$ cat src/csfw_pkg.sv
// Shared types and constants of the counting semaphore with FIFO wait ring.
package csfw_pkg;

  // Fixed field widths of the request and response transactions
  localparam int REQ_TYPE_W = 3;
  localparam int ID_W       = 4;
  localparam int STATUS_W   = 4;
  localparam int COUNT_W    = 16;

  // Configuration port
  localparam int CFG_W      = 16;
  localparam int PDATA_W    = 32;
  localparam int PADDR_W    = 3;
  localparam logic REG_INITIAL_COUNT = 1'b0;

  // Defaults of the top-level parameters
  localparam int DEF_MAX_REQUESTERS = 16;
  localparam int DEF_COUNT_BITS     = 16;

  typedef enum logic [REQ_TYPE_W-1:0] {
    REQ_ACQUIRE     = 3'd0,
    REQ_TRY_ACQUIRE = 3'd1,
    REQ_RELEASE     = 3'd2,
    REQ_CANCEL      = 3'd3,
    REQ_QUERY       = 3'd4
  } req_t;

  typedef enum logic [STATUS_W-1:0] {
    ST_GRANTED     = 4'd0,
    ST_QUEUED      = 4'd1,
    ST_RAISED      = 4'd2,
    ST_HANDED      = 4'd3,
    ST_CANCELLED   = 4'd4,
    ST_NOT_WAITING = 4'd5,
    ST_BUSY        = 4'd6,
    ST_ALREADY     = 4'd7,
    ST_SATURATED   = 4'd8
  } status_t;

  typedef enum logic [2:0] {
    S_IDLE = 3'b001,
    S_EXEC = 3'b010,
    S_LINK = 3'b100
  } state_t;

endpackage

$ cat src/csfw_links.sv
// Link store of the wait ring: next and prev pointers, one entry per requester.
module csfw_links #(
  parameter int MAX_REQUESTERS = csfw_pkg::DEF_MAX_REQUESTERS,
  localparam int IdxW = $clog2(MAX_REQUESTERS)
) (
  input  logic            clk,
  input  logic            rd_en,
  input  logic [IdxW-1:0] rd_addr,
  output logic [IdxW-1:0] nx_rd,
  output logic [IdxW-1:0] pv_rd,
  input  logic            nx_we,
  input  logic [IdxW-1:0] nx_wa,
  input  logic [IdxW-1:0] nx_wd,
  input  logic            pv_we,
  input  logic [IdxW-1:0] pv_wa,
  input  logic [IdxW-1:0] pv_wd
);

  logic [IdxW-1:0] link_next [MAX_REQUESTERS];
  logic [IdxW-1:0] link_prev [MAX_REQUESTERS];

  // Write the next pointers
  always_ff @(posedge clk) begin
    if (nx_we) begin
      link_next[nx_wa] <= nx_wd;
    end
  end

  // Write the prev pointers
  always_ff @(posedge clk) begin
    if (pv_we) begin
      link_prev[pv_wa] <= pv_wd;
    end
  end

  // Read both pointers of one entry, registered
  always_ff @(posedge clk) begin
    if (rd_en) begin
      nx_rd <= link_next[rd_addr];
      pv_rd <= link_prev[rd_addr];
    end
  end

endmodule

$ cat src/counting_semaphore_fifo_waiters_core.sv
// Top level of the counting semaphore with a FIFO wait ring of requesters.
//
// Request channel: req_valid/req_stall carry req_type and requester_id.
// Response channel: rsp_valid/rsp_stall carry status, woken_valid, woken_id,
// count_now and still_waiting; one response transaction per request.
// A request is taken in the idle state, which also reads the link entry of the
// named requester (or of the ring head for a release). The execution state
// then updates the count, the waiting flags and the links and loads the
// response register. No new request is taken before the last one has left
// execution and the link state; an acquire that joins a non-empty ring also
// passes through the link state, as the link store has one write port per
// pointer array and that enqueue rewrites two entries of each.
// req_stall is high while a request is in flight; the next request is taken
// while an earlier response still waits. If rsp_stall holds the response
// register, the following request waits in execution until it frees.
// Reset (rst, synchronous) clears the count and initial_count to zero and
// empties the ring; no clearing pass is needed. Writing initial_count over
// the APB port loads the count and empties the ring; write only when idle.
module counting_semaphore_fifo_waiters_core #(
  parameter int MAX_REQUESTERS = csfw_pkg::DEF_MAX_REQUESTERS,
  parameter int COUNT_BITS     = csfw_pkg::DEF_COUNT_BITS
) (
  input  logic                              clk,
  input  logic                              rst,
  // request channel
  input  logic                              req_valid,
  output logic                              req_stall,
  input  logic [csfw_pkg::REQ_TYPE_W-1:0]   req_type,
  input  logic [csfw_pkg::ID_W-1:0]         requester_id,
  // response channel
  output logic                              rsp_valid,
  input  logic                              rsp_stall,
  output logic [csfw_pkg::STATUS_W-1:0]     status,
  output logic                              woken_valid,
  output logic [csfw_pkg::ID_W-1:0]         woken_id,
  output logic [csfw_pkg::COUNT_W-1:0]      count_now,
  output logic                              still_waiting,
  // configuration port
  input  logic                              psel,
  input  logic                              penable,
  input  logic                              pwrite,
  input  logic [csfw_pkg::PADDR_W-1:0]      paddr,
  input  logic [csfw_pkg::PDATA_W-1:0]      pwdata,
  output logic [csfw_pkg::PDATA_W-1:0]      prdata,
  output logic                              pready
);

  localparam int IdxW  = $clog2(MAX_REQUESTERS);
  localparam int WideW = (IdxW > csfw_pkg::ID_W) ? IdxW : csfw_pkg::ID_W;
  localparam int CNT_CFG_W = csfw_pkg::CFG_W;

  // Control state
  csfw_pkg::state_t       state;
  logic [COUNT_BITS-1:0]  sem_count;
  logic [CNT_CFG_W-1:0]   initial_count;
  logic [MAX_REQUESTERS-1:0] waiting_flag;
  logic [IdxW-1:0]        ring_head;
  logic [IdxW-1:0]        ring_tail;
  logic                   ring_nonempty;
  logic [IdxW-1:0]        pend_tail;

  // Latched request
  csfw_pkg::req_t         req_q;
  logic [IdxW-1:0]        idx_q;
  logic                   in_range_q;

  // Request decode
  logic [WideW-1:0]       id_wide;
  logic [IdxW-1:0]        id_idx;
  logic                   id_in_range;
  logic                   req_fire;
  logic                   exec_fire;
  logic                   cfg_write;

  // Link store
  logic [IdxW-1:0]        rd_addr;
  logic [IdxW-1:0]        nx_rd;
  logic [IdxW-1:0]        pv_rd;
  logic                   nx_we;
  logic [IdxW-1:0]        nx_wa;
  logic [IdxW-1:0]        nx_wd;
  logic                   pv_we;
  logic [IdxW-1:0]        pv_wa;
  logic [IdxW-1:0]        pv_wd;

  // Execute results
  logic                   waits;
  csfw_pkg::status_t      st_next;
  logic                   wv_next;
  logic [COUNT_BITS-1:0]  count_next;
  logic                   do_enq;
  logic                   do_unl;
  logic [IdxW-1:0]        unl_node;
  logic                   unl_last;
  logic                   sw_next;

  assign id_wide     = WideW'(requester_id);
  assign id_idx      = id_wide[IdxW-1:0];
  assign id_in_range = 32'(requester_id) < 32'(MAX_REQUESTERS);

  assign req_stall = (state != csfw_pkg::S_IDLE);
  assign req_fire  = req_valid && !req_stall;
  assign exec_fire = (state == csfw_pkg::S_EXEC) && (!rsp_valid || !rsp_stall);
  assign cfg_write = psel && penable && pwrite && pready
                     && (paddr[2] == csfw_pkg::REG_INITIAL_COUNT);

  // APB read back and ready
  assign pready = 1'b1;
  assign prdata = (paddr[2] == csfw_pkg::REG_INITIAL_COUNT) ?
                  csfw_pkg::PDATA_W'(initial_count) : '0;

  // Release reads the head entry, every other request the named entry
  assign rd_addr = (csfw_pkg::req_t'(req_type) == csfw_pkg::REQ_RELEASE) ?
                   ring_head : id_idx;

  csfw_links #(
    .MAX_REQUESTERS(MAX_REQUESTERS)
  ) u_links (
    .clk    (clk),
    .rd_en  (req_fire),
    .rd_addr(rd_addr),
    .nx_rd  (nx_rd),
    .pv_rd  (pv_rd),
    .nx_we  (nx_we),
    .nx_wa  (nx_wa),
    .nx_wd  (nx_wd),
    .pv_we  (pv_we),
    .pv_wa  (pv_wa),
    .pv_wd  (pv_wd)
  );

  // Decide the operation from the latched request and the read links
  always_comb begin
    waits      = in_range_q && waiting_flag[idx_q];
    st_next    = csfw_pkg::ST_NOT_WAITING;
    wv_next    = 1'b0;
    count_next = sem_count;
    do_enq     = 1'b0;
    do_unl     = 1'b0;
    unl_node   = idx_q;
    unique case (req_q)
      csfw_pkg::REQ_ACQUIRE: begin
        if (waits) begin
          st_next = csfw_pkg::ST_ALREADY;
        end else if (sem_count != '0) begin
          count_next = sem_count - COUNT_BITS'(1);
          st_next    = csfw_pkg::ST_GRANTED;
        end else if (in_range_q) begin
          do_enq  = 1'b1;
          st_next = csfw_pkg::ST_QUEUED;
        end else begin
          st_next = csfw_pkg::ST_BUSY;
        end
      end
      csfw_pkg::REQ_TRY_ACQUIRE: begin
        if (sem_count != '0) begin
          count_next = sem_count - COUNT_BITS'(1);
          st_next    = csfw_pkg::ST_GRANTED;
        end else begin
          st_next = csfw_pkg::ST_BUSY;
        end
      end
      csfw_pkg::REQ_RELEASE: begin
        if (ring_nonempty) begin
          do_unl   = 1'b1;
          unl_node = ring_head;
          wv_next  = 1'b1;
          st_next  = csfw_pkg::ST_HANDED;
        end else if (&sem_count) begin
          st_next = csfw_pkg::ST_SATURATED;
        end else begin
          count_next = sem_count + COUNT_BITS'(1);
          st_next    = csfw_pkg::ST_RAISED;
        end
      end
      csfw_pkg::REQ_CANCEL: begin
        if (waits) begin
          do_unl  = 1'b1;
          st_next = csfw_pkg::ST_CANCELLED;
        end
      end
      default: begin
        st_next = waits ? csfw_pkg::ST_ALREADY : csfw_pkg::ST_NOT_WAITING;
      end
    endcase
    unl_last = (nx_rd == unl_node);
    sw_next  = in_range_q &&
               (do_enq || (waiting_flag[idx_q] && !(do_unl && unl_node == idx_q)));
  end

  // Link writes: first half in execution, second half of an enqueue after it
  always_comb begin
    nx_we = 1'b0;
    nx_wa = idx_q;
    nx_wd = idx_q;
    pv_we = 1'b0;
    pv_wa = idx_q;
    pv_wd = idx_q;
    priority if (state == csfw_pkg::S_LINK) begin
      nx_we = 1'b1;
      nx_wa = pend_tail;
      nx_wd = ring_tail;
      pv_we = 1'b1;
      pv_wa = ring_head;
      pv_wd = ring_tail;
    end else if (exec_fire && do_enq) begin
      nx_we = 1'b1;
      nx_wd = ring_nonempty ? ring_head : idx_q;
      pv_we = 1'b1;
      pv_wd = ring_nonempty ? ring_tail : idx_q;
    end else if (exec_fire && do_unl && !unl_last) begin
      nx_we = 1'b1;
      nx_wa = pv_rd;
      nx_wd = nx_rd;
      pv_we = 1'b1;
      pv_wa = nx_rd;
      pv_wd = pv_rd;
    end else begin
      nx_we = 1'b0;
    end
  end

  // Sequence one request: accept, execute, optional second link write
  always_ff @(posedge clk) begin
    if (rst) begin
      state <= csfw_pkg::S_IDLE;
    end else begin
      unique case (state)
        csfw_pkg::S_IDLE: begin
          if (req_fire) begin
            state <= csfw_pkg::S_EXEC;
          end
        end
        csfw_pkg::S_EXEC: begin
          if (exec_fire) begin
            state <= (do_enq && ring_nonempty) ? csfw_pkg::S_LINK : csfw_pkg::S_IDLE;
          end
        end
        csfw_pkg::S_LINK: begin
          state <= csfw_pkg::S_IDLE;
        end
        default: begin
          state <= csfw_pkg::S_IDLE;
        end
      endcase
    end
  end

  // Latch the request on acceptance
  always_ff @(posedge clk) begin
    if (req_fire) begin
      req_q      <= csfw_pkg::req_t'(req_type);
      idx_q      <= id_idx;
      in_range_q <= id_in_range;
    end
  end

  // Update count, flags and ring ends; configuration reloads the count and empties the ring
  always_ff @(posedge clk) begin
    if (rst) begin
      initial_count <= '0;
      sem_count     <= '0;
      waiting_flag  <= '0;
      ring_head     <= '0;
      ring_tail     <= '0;
      ring_nonempty <= 1'b0;
    end else if (cfg_write) begin
      initial_count <= pwdata[CNT_CFG_W-1:0];
      sem_count     <= COUNT_BITS'(pwdata[CNT_CFG_W-1:0]);
      waiting_flag  <= '0;
      ring_head     <= '0;
      ring_nonempty <= 1'b0;
    end else if (exec_fire) begin
      sem_count <= count_next;
      if (do_enq) begin
        waiting_flag[idx_q] <= 1'b1;
        ring_tail           <= idx_q;
        if (!ring_nonempty) begin
          ring_head     <= idx_q;
          ring_nonempty <= 1'b1;
        end
      end
      if (do_unl) begin
        waiting_flag[unl_node] <= 1'b0;
        if (unl_last) begin
          ring_nonempty <= 1'b0;
        end else begin
          if (ring_head == unl_node) begin
            ring_head <= nx_rd;
          end
          if (ring_tail == unl_node) begin
            ring_tail <= pv_rd;
          end
        end
      end
    end
  end

  // Hold the old tail for the second enqueue write
  always_ff @(posedge clk) begin
    if (exec_fire && do_enq) begin
      pend_tail <= ring_tail;
    end
  end

  // Response register
  always_ff @(posedge clk) begin
    if (rst) begin
      rsp_valid <= 1'b0;
    end else if (exec_fire) begin
      rsp_valid <= 1'b1;
    end else if (!rsp_stall) begin
      rsp_valid <= 1'b0;
    end
  end

  always_ff @(posedge clk) begin
    if (exec_fire) begin
      status        <= st_next;
      woken_valid   <= wv_next;
      woken_id      <= wv_next ? csfw_pkg::ID_W'(ring_head) : '0;
      count_now     <= csfw_pkg::COUNT_W'(count_next);
      still_waiting <= sw_next;
    end
  end

  // A woken id comes only with a hand-over
  a_woken_handed: assert property (@(posedge clk) disable iff (rst)
    rsp_valid |-> (woken_valid == (status == csfw_pkg::ST_HANDED)))
    else $error("woken_valid disagrees with status");

  // An empty ring has no waiting requester
  a_empty_no_waiters: assert property (@(posedge clk) disable iff (rst)
    !ring_nonempty |-> (waiting_flag == '0))
    else $error("waiting flag set with an empty ring");

  // The head of a non-empty ring is waiting
  a_head_waits: assert property (@(posedge clk) disable iff (rst)
    ring_nonempty |-> waiting_flag[ring_head])
    else $error("ring head is not waiting");

  // An accepted request goes straight to execution
  a_accept_exec: assert property (@(posedge clk) disable iff (rst)
    req_fire |=> (state == csfw_pkg::S_EXEC))
    else $error("accepted request did not enter execution");

endmodule
$ cat config.mk
export PLATFORM = sky130hd
export DESIGN_NAME = counting_semaphore_fifo_waiters_core
export DESIGN_NICKNAME = d
export VERILOG_FILES = /design/src/csfw_pkg.sv /design/src/csfw_links.sv /design/src/counting_semaphore_fifo_waiters_core.sv
export SDC_FILE = /design/constraint.sdc
export NUM_CORES = 1
export LEC_CHECK = 0
export BUFFER_PORTS_ARGS = -buffer_cell sky130_fd_sc_hd__buf_4
export CAP_MARGIN = 5
export CORE_MARGIN = 2
export CORE_UTILIZATION = 60
export DETAILED_ROUTE_END_ITERATION = 10
export GPL_TIMING_DRIVEN = 0
export HOLD_SLACK_MARGIN = 0.05
export PLACE_DENSITY = 0.81
export SYNTH_ARGS = -nofsm -noshare
export SYNTH_HDL_FRONTEND = slang
export SYNTH_HIERARCHICAL = 1
export SYNTH_SLANG_ARGS = --single-unit
export TNS_END_PERCENT = 50
$ cat constraint.sdc
create_clock -name clk -period 3.85 [get_ports clk]
set_input_delay 0.77 -clock clk [delete_from_list [all_inputs] [get_ports clk]]
set_output_delay 0.77 -clock clk [all_outputs]
set_load 0.01 [all_outputs]
==> impl_metrics.toml, run 1 <==
[yosys]
ys_seq_elements = 234
ys_async_sr_fraction_pct = 0
yosys_warnings = 6
synth_mux_area_share_pct = 7.921
xor_xnor_fraction_of_synth_area_pct = 1.133
most_instantiated_library_cell_after_synthesis = "edfxtp_1"
synth_largest_area_cell = "edfxtp_1"
synthesized_netlist_cell_count = 977
synth_commonest_cells = "173 x edfxtp_1, 79 x nand2_1, 71 x nor2_1"
synth_area_um2 = 11590
simple_gate_share_of_the_synthesized_area_pct = 14.67
synth_top_flop_cell = "edfxtp_1"
synth_fa_ha_area_share_pct = 0.3238
area_share_of_the_leading_cell_type_in_the_synthesized_netlist_pct = 44.81
yosysUniqueCellTypes = 91
area_fraction_in_compound_gates_after_synthesis_pct = 15.35
number_of_enable_flip_flop_cells_after_synthesis = 173
synth.yosys.seq_area_share_pct = 55.34
avgSynthCellArea_um2 = 11.87
largest_family_of_logic_cells_by_synthesized_area = "compound AO/OA/AOI/OAI gates"
synth.area.top_cells = "edfxtp_1 45%, dfxtp_1 11%, mux4_2 3.5%, mux4_1 3.2%, nand2_1 2.6%"

[placed_design]
gpl.final_weighted_congestion = 0.9882
estimated_wirelength_of_the_detail_placed_design_um = 21560
pre_cts_slack_ps = -15.21
portBuffers = 74

[die]
std_cell_rows = 50
coreArea_um2 = 18830
design.die.area_um2 = 20450
die_y_um = 143.0
start_util_pct = 61.57
die_w_um = 143.0
floorplan.io_pins = 110

[critical_path]
setup.worst_path.start_class = "register"
critPathRequiredTime_ps = 4020
endpoint_kind = "register"
cpPeakStageDelay_ps = 560
cp_top_family = "compound AO/OA/AOI/OAI gates"
crit_arrival_ps = 3920
crit_slowest_cell = "or3b_2"
path_class = "register to register"
crit_chain = "buf_6 -> buf_12 -> mux2i_1 -> a22oi_2 -> a21oi_2 -> o31ai_4 -> and3_1 -> buf_4 -> nor3_1 -> a221o_1 -> or3b_2 -> nor2_1"
largest_fanout_on_the_critical_path = 10
critical_path_buf_inv_count = 3

[pwr]
power.share.sequential_pct = 49.2
design_power_total_uw = 5631
worst_ir_drop_vdd_uv = 419.2
power.switching_fraction_pct = 24.78
combPwrFrac_pct = 11.0
total_leakage_power_uw = 0.004787
total_switching_power_uw = 1395
p_int_uw = 4235
power.share.clock_pct = 39.7
power_density_nw_per_um2 = 421.8

[cells_and_area]
layout.core_utilization_pct = 70.89
final_layout_size_suffix_gt1_share_pct = 21.18
area.growth.synth_to_final_pct = 15.14
number_of_nets_in_the_final_layout = 1147
antenna-diode-count = 0

[global_routing]
first_global_vias = 8508
antenna_violations_before_repair = 0
grt-ovfl-total = 0
first_pass_grt_wire_length_um = 47130
grt.total_usage_pct = 30.11
maximum_number_of_pins_on_one_net_before_global_route_repair = 36

[clock_network]
clk_pin_slew_ps = 60
post_cts_hold_buffer_count = 0
clock_latency_ps = 530
tritoncts_clock_tree = "done"
clock_tree.htree_level_count = 1
cts_made_buffers = 25
clock_path_buffers = 3
root_buffer = "clkbuf_16"
post_cts_buffers = 0
clkSinkCount = 234

[drt]
number_of_drc_violations_after_detailed_routing = 0
total_wire_length_after_detailed_routing_um = 30970
final_antenna_net_count = 0
total_number_of_vias = 9030
vias_per_cell = 6.572
wl_per_cell_um = 22.54
detail_route.iter0.violations = 1182
drt-pass1-iter-count = 6

[sta]
fmaxAchievable_mhz = 267.1
layout_worst_path_cycle_share_pct = 97.23
final_critical_path_setup_slack_ps = 106.8
slew_headroom_pct = 40.83
holdWs_ps = 431.1
grt_setup_unrepaired = "true"
worstMarginPinSlew_ps = 887.6
fin_setup_tns_ps = 0
final-max-slew-violation-count = 0
setup_viol = 0
period_minus_slack_ps = 3743
timing_hold_violations_final = 0
finClkSkew_ps = 25.08

[min_path]
worst_hold_path_type = "input pin to register"

[flow_run]
maxCapViolations = 0

[status]
result_of_the_run = "completed"
[cell type report]
class | count | area [um2]
Multi-Input combinational cell | 647 | 4667
Clock inverter | 19 | 128.9
Tap cell | 260 | 325.3
Sequential cell | 234 | 6416
Clock buffer | 27 | 633.1
Timing Repair Buffer | 76 | 574.3
Fill cell | 1347 | 5482
Inverter | 32 | 122.6
Buffer | 79 | 481.7
[power groups by stage]
stage / sequential, uW / clock (uW) / combinational [uW]
3_3_place_gp: 2820 / 0 / 587
6_report: 2770 / 2240 / 620
3_5_place_dp: 2820 / 0 / 596
5_1_grt: 2770 / 2350 / 660
2_1_floorplan: 2820 / 0 / 411
4_1_cts: 2770 / 2260 / 602
[cells by family after synthesis]
| family | Yosys count |
|---|---|
| buf+inv | 111 |
| flops | 234 |
| other cells | 2 |
| xor+xnor | 15 |
| compound gates | 246 |
| simple gates | 320 |
| fa+ha+maj | 3 |
| mux | 46 |
[state kept, by name, indices dropped and copies added (netlist names), 16 cells and up]
name               flops
count_now             16
initial_count         16
u_links/link_prev     64
sem_count             16
waiting_flag          16
u_links/link_next     64
[layer usage]
layer | GRT usage [%] | part of all wire, % | vias to the layer above
li1 | - | - | 4011
met1 | 41.52 | 39 | 4372
met2 | 49.48 | 49 | 549
met3 | 4.058 | 8.6 | 98
met4 | 10.68 | 3.6 | 0
met5 | 0 | 0 | -
[cell usage in the layout (no fill, tap or decap), types with 18 or more instances in the layout]
master and count:
edfxtp_1 173, buf_4 95, nand2_1 79, nor2_1 68, dfxtp_1 61, a21oi_1 53
nor3_1 31, clkbuf_1 30, inv_1 29, clkbuf_16 25, o21ai_0 24, a211oi_1 22
nor2b_1 21, nand3_1 18, mux4_2 18
[stage by stage]
stage | cell area (um2) | std cells
3_5_place_dp | 12540 | 1327
3_3_place_gp | 12530 | 1326
6_report | 13350 | 1374
4_1_cts | 13310 | 1373
5_1_grt | 13350 | 1374
2_1_floorplan | 11650 | 992
[final timing paths]
check	startpoint	endpoint	slack [ps]	cells after the start
min	req_type[1]	req_q[1]	430	1
min reg2reg	initial_count[8]	initial_count[8]	450	2
max reg2reg	idx_q[0]	u_links/link_prev[3][1]	110	12
max	idx_q[0]	u_links/link_prev[3][1]	110	12
[repair_timing]
action                                  4_1_cts  5_1_grt
endpoints found under the setup margin        4       19
hold endpoints to repair                      0        0
resized for setup                             1        4
Note: power is estimated with default switching activity, not from simulation.
==> inputs of run 2 (changes only) <==
- CORE_MARGIN: 2 -> 3
- REMOVE_ABC_BUFFERS: default -> 1
==> impl_metrics.toml, run 2 (synthesized netlist as in run 1, its figures left out) <==
[drt]
total_wire_length_after_detailed_routing_um = 28190
wl_per_cell_um = 21.57
vias_per_cell = 6.689
drt-pass1-iter-count = 6
number_of_drc_violations_after_detailed_routing = 0
detail_route.iter0.violations = 1108
total_number_of_vias = 8742
final_antenna_net_count = 0

[flow_run]
maxCapViolations = 0

[cells_and_area]
area.growth.synth_to_final_pct = 13.11
final_layout_size_suffix_gt1_share_pct = 19.77
number_of_nets_in_the_final_layout = 1081
antenna-diode-count = 0
final_common_cell = "edfxtp_1"
layout.core_utilization_pct = 69.64
final_cell_mix = "173 x edfxtp_1, 85 x buf_4, 79 x nand2_1"
reg.largest.list = "u_links/link_next (64), u_links/link_prev (64)"
layout.cells.non_filler = 1307
final.fill_count = 1306

[die]
std_cell_rows = 50
die_y_um = 145.0
design.die.area_um2 = 21030
floorplan.io_pins = 110
coreArea_um2 = 18830
start_util_pct = 61.57
die_w_um = 145.0

[clock_network]
post_cts_hold_buffer_count = 0
tritoncts_clock_tree = "done"
clk_pin_slew_ps = 60
root_buffer = "clkbuf_16"
clkSinkCount = 234
cts_made_buffers = 24
clock_tree.htree_level_count = 1
clock_path_buffers = 3
clock_latency_ps = 540

[global_routing]
antenna_violations_before_repair = 0
first_global_vias = 8087
grt-ovfl-total = 0
first_pass_grt_wire_length_um = 43530
grt.total_usage_pct = 25.41
maximum_number_of_pins_on_one_net_before_global_route_repair = 51

[sta]
fin_setup_tns_ps = 0
layout_worst_path_cycle_share_pct = 98.65
finClkSkew_ps = 20.99
fmaxAchievable_mhz = 263.3
final-max-slew-violation-count = 0
period_minus_slack_ps = 3798
timing_hold_violations_final = 0
setup_viol = 0
slew_headroom_pct = 28.30
worstMarginPinSlew_ps = 1075
grt_setup_unrepaired = "true"

[critical_path]
setup.worst_path.start_class = "register"
endpoint_kind = "register"
largest_fanout_on_the_critical_path = 19
path_class = "register to register"
critPathRequiredTime_ps = 4050
crit_arrival_ps = 4000

[placed_design]
portBuffers = 74
post-place-cells = 1249
gpl.final_weighted_congestion = 0.9535
estimated_wirelength_of_the_detail_placed_design_um = 18430

[min_path]
worst_hold_path_type = "input pin to register"

[pwr]
worst_ir_drop_vdd_uv = 611.9
total_leakage_power_uw = 0.004603
power_density_nw_per_um2 = 433.6

[status]
result_of_the_run = "completed"
==> run 2: changes by cell type in the layout (fill, tap and decap cells not counted), sizes merged <==
cell / change
bufinv: +1
clkinv: -6
buf: -35
clkdlybuf4s25: -3
inv: -4
clkbuf: -19
clkinvlp: -2
o2111a: +1
==> run 2: critical path, stage by stage, from the launching register on <==
cell and delay (ps):
edfxtp_1 540, nor2b_1 230, a22oi_2 330, a21oi_2 190
o31ai_4 400, and3_4 380, nor3_1 90, a221o_1 370
or3b_2 560, nor2_1 350
==> run 2: power by group <==
group | switching, uW | total [uW] | internal [uW]
logic | 354 | 563 | 208
registers | 44.1 | 2790 | 2750
clock network | 954 | 2330 | 1380
==> run 2: cell type report <==
class | instances | area, um2 | share of cell area [%]
Clock buffer | 36 | 686.9 | 5.238
Multi-Input combinational cell | 648 | 4716 | 35.96
Tap cell | 260 | 325.3 | 2.481
Sequential cell | 234 | 6417 | 48.94
Inverter | 32 | 138.9 | 1.059
Timing Repair Buffer | 89 | 710.7 | 5.419
Clock inverter | 8 | 118.9 | 0.9064
==> run 2: final timing paths <==
kind	start	endpoint	slack (ps)	depth (start not counted)
setup / recovery	idx_q[2]	u_links/link_next[1][1]	50	9
hold / removal	req_type[1]	req_q[1]	420	1
setup reg to reg	idx_q[2]	u_links/link_next[1][1]	50	9
hold reg to reg	initial_count[5]	initial_count[5]	450	2
==> run 2: what timing repair did <==
item / in CTS / in global routing
setup buffers: 7 / 4
pin swaps: 0 / 2
resized for setup: 11 / 12
endpoints found under the setup margin: 252 / 96
gates cloned: 0 / 1
==> run 2: routing by layer <==
| layer | up-vias | track usage (%) | routed length, um |
|---|---|---|---|
| met1 | 4259 | 34.20 | 11030 |
| li1 | 3887 | - | - |
| met5 | - | 0 | 0 |
| met4 | 0 | 8.504 | 1016 |
| met2 | 495 | 42.82 | 13780 |
| met3 | 101 | 3.841 | 2372 |
==> run 2: metrics by stage <==
step / area (um2) / hold WS (ps) / setup slack (ps) / total power, uW
floorplan: 11170 / 425.7 / -320.8 / 3184
global placement: 12050 / 436.6 / -1589 / 3352
detailed placement: 12090 / 443.4 / -1096 / 3365
CTS: 13000 / 413.5 / 3.620 / 5688
global route: 13110 / 414.2 / -44.25 / 5860
finish: 13110 / 420.0 / 51.80 / 5686
==> inputs of run 3 (changes only) <==
- CORE_UTILIZATION: 60 -> 30
- PLACE_DENSITY: 0.81 -> default
- SYNTH_HIERARCHICAL: 1 -> default
==> impl_metrics.toml, run 3 <==
[pwr]
worst_ir_drop_vdd_uv = 334.4
power_density_nw_per_um2 = 397.9
total_leakage_power_uw = 0.004757
design_power_total_uw = 5657

[sta]
slew_headroom_pct = 10.88
timing_hold_violations_final = 0
layout_worst_path_cycle_share_pct = 97.34
finClkSkew_ps = 9.886
setup_viol = 0
worstMarginPinSlew_ps = 1337
period_minus_slack_ps = 3748
holdWs_ps = 421.6
final-max-slew-violation-count = 0
fmaxAchievable_mhz = 266.8

[drt]
final_antenna_net_count = 0
wl_per_cell_um = 18.86
total_number_of_vias = 9093
total_wire_length_after_detailed_routing_um = 31890
vias_per_cell = 5.377
number_of_drc_violations_after_detailed_routing = 0
drt-pass1-iter-count = 5
detail_route.iter0.violations = 780

[cells_and_area]
area.growth.synth_to_final_pct = 23.38
final_common_cell = "edfxtp_1"
final_cell_mix = "173 x edfxtp_1, 134 x nand2_1, 103 x buf_4"
final_design_area_no_fill_um2 = 14220
antenna-diode-count = 0
final.fill_count = 3665
number_of_nets_in_the_final_layout = 1212
reg_area_um2 = 6417
reg.largest.list = "u_links.link_next (64), u_links.link_prev (64)"
multi_input_area_um2 = 5323
final_layout_size_suffix_gt1_share_pct = 19.66

[clock_network]
clkSinkCount = 234
clock_tree.htree_level_count = 1
clk_pin_slew_ps = 60
clock_latency_ps = 540
clock_path_buffers = 3
root_buffer = "clkbuf_16"
tritoncts_clock_tree = "done"
cts_made_buffers = 25

[flow_run]
maxCapViolations = 0

[die]
coreArea_um2 = 37760
die_w_um = 202.0
design.die.area_um2 = 40800
die_y_um = 202.0
floorplan.io_pins = 110
std_cell_rows = 71
start_util_pct = 30.52

[yosys]
synth_commonest_cells = "173 x edfxtp_1, 135 x nand2_1, 72 x nor2_1"
synth.area.top_cells = "edfxtp_1 45%, dfxtp_1 11%, nand2_1 4.4%, a211oi_1 4.2%, a21oi_1 3.0%"
avgSynthCellArea_um2 = 10.47
most_instantiated_library_cell_after_synthesis = "edfxtp_1"
xor_xnor_fraction_of_synth_area_pct = 1.672
largest_family_of_logic_cells_by_synthesized_area = "simple AND/OR/NAND/NOR gates"
area_share_of_the_leading_cell_type_in_the_synthesized_netlist_pct = 45.09
synth_fa_ha_area_share_pct = 0.2172
number_of_enable_flip_flop_cells_after_synthesis = 173
ys_seq_elements = 234
synth.yosys.seq_area_share_pct = 55.68
synth_mux_area_share_pct = 1.868
synth_largest_area_cell = "edfxtp_1"
synthesized_netlist_cell_count = 1101
ys_async_sr_fraction_pct = 0
yosys_warnings = 0
simple_gate_share_of_the_synthesized_area_pct = 18.21
yosysUniqueCellTypes = 77
synth_area_um2 = 11520
area_fraction_in_compound_gates_after_synthesis_pct = 17.75
synth_top_flop_cell = "edfxtp_1"

[global_routing]
grt-ovfl-total = 0
maximum_number_of_pins_on_one_net_before_global_route_repair = 65
first_pass_grt_wire_length_um = 50070
antenna_violations_before_repair = 0
first_global_vias = 8756
grt.total_usage_pct = 15.01

[critical_path]
reg_to_reg_slack_setup_ps = 100
endpoint_kind = "register"
crit_arrival_ps = 3960
largest_fanout_on_the_critical_path = 12
path_class = "register to register"
timing.rr.start = "idx_q[0]"
rr_endpoint = "u_links.link_prev[5][0]"
cp-startpoint = "idx_q[0]"
setup.worst_path.start_class = "register"
reg2regPathDepth = 10
critPathRequiredTime_ps = 4060

[min_path]
holdPathStages = 1
timing.hold.worst_endpoint = "req_q[1]"
worst_hold_path_type = "input pin to register"
worst_hold_startpoint = "req_type[1]"

[placed_design]
portBuffers = 74
gpl.final_weighted_congestion = 0.9099
placed_cell_area_um2 = 12580
estimated_wirelength_of_the_detail_placed_design_um = 20660

[status]
result_of_the_run = "completed"
-- run 3: kinds of logic (layout without fill, tap and decap cells) --
group                    after synthesis  count (layout)
other                                  2              17
multiplexers                          14              14
XOR/XNOR                              22              22
buffers and inverters                115             179
AND/OR/NAND/NOR                      419             419
flip-flops                           234             234
adder cells (fa/ha/maj)                2               2
AO/OA/AOI/OAI                        293             293
-- run 3: stage by stage --
stage / setup TNS, ps / setup WS [ps] / std cells / util [%]
global placement: -652540 / -3750 / 1606 / 32.65
detailed placement: -278490 / -1389 / 1616 / 33.31
global route: -93.35 / -18.10 / 1691 / 37.65
finish: 0 / 102.5 / 1691 / 37.65
CTS: -1082 / -83.76 / 1677 / 36.83
floorplan: -81350 / -1034 / 1021 / -
-- run 3: worst max-delay path by stage --
stage / end / slack, ps / cells after the start
after floorplan: u_links.nx_rd[0] / -1030 / 6
after global placement: u_links.nx_rd[2] / -3750 / 7
after detailed placement: u_links.link_prev[6][0] / -1390 / 9
after CTS: u_links.link_next[5][3] / -80 / 7
after global routing: u_links.link_next[6][2] / -20 / 7
final: u_links.link_prev[5][0] / 100 / 10
-- run 3: final cells by class --
cell class	count	area share, %
inverters	20	0.6601
clock inverters	13	0.5369
multi-input cells	767	37.44
repair buffers	113	6.900
well taps	511	4.497
clock buffers	33	4.823
flip-flops and latches	234	45.14
-- run 3: where the power goes --
group	switching [uW]	internal (uW)	leakage (uW)
Sequential	48.3	2750	0.00205
Clock	991	1260	0.000368
Combinational	396	222	0.00233
Total	1430	4220	0.00476
-- run 3: worst max-delay path: stages (launching register included) --
cell and delay [ps]:
edfxtp_1 550, mux4_1 610, mux4_2 550, nor3_4 280, nand2_1 210, inv_4 230, a22oi_1 130, o31ai_2 210
nand4_1 180, buf_4 210, nor3_4 240
-- run 3: what timing repair did --
action | in CTS | in global routing
pin swaps | 7 | 15
gates resized for setup | 70 | 27
setup endpoints to repair | 264 | 207
hold buffers | 0 | 0
buffers inserted | 15 | 12
-- run 3: metal layers --
metal / up-vias / share of wire, % / wire (um) / global-route usage, %
met2: 339 / 48 / 15190 / 25.29
met3: 66 / 6.1 / 1934 / 2.255
met1: 4410 / 44 / 14010 / 20.42
li1: 4278 / - / - / -
met4: 0 / 2.4 / 752 / 3.663
met5: - / 0 / 0 / 0
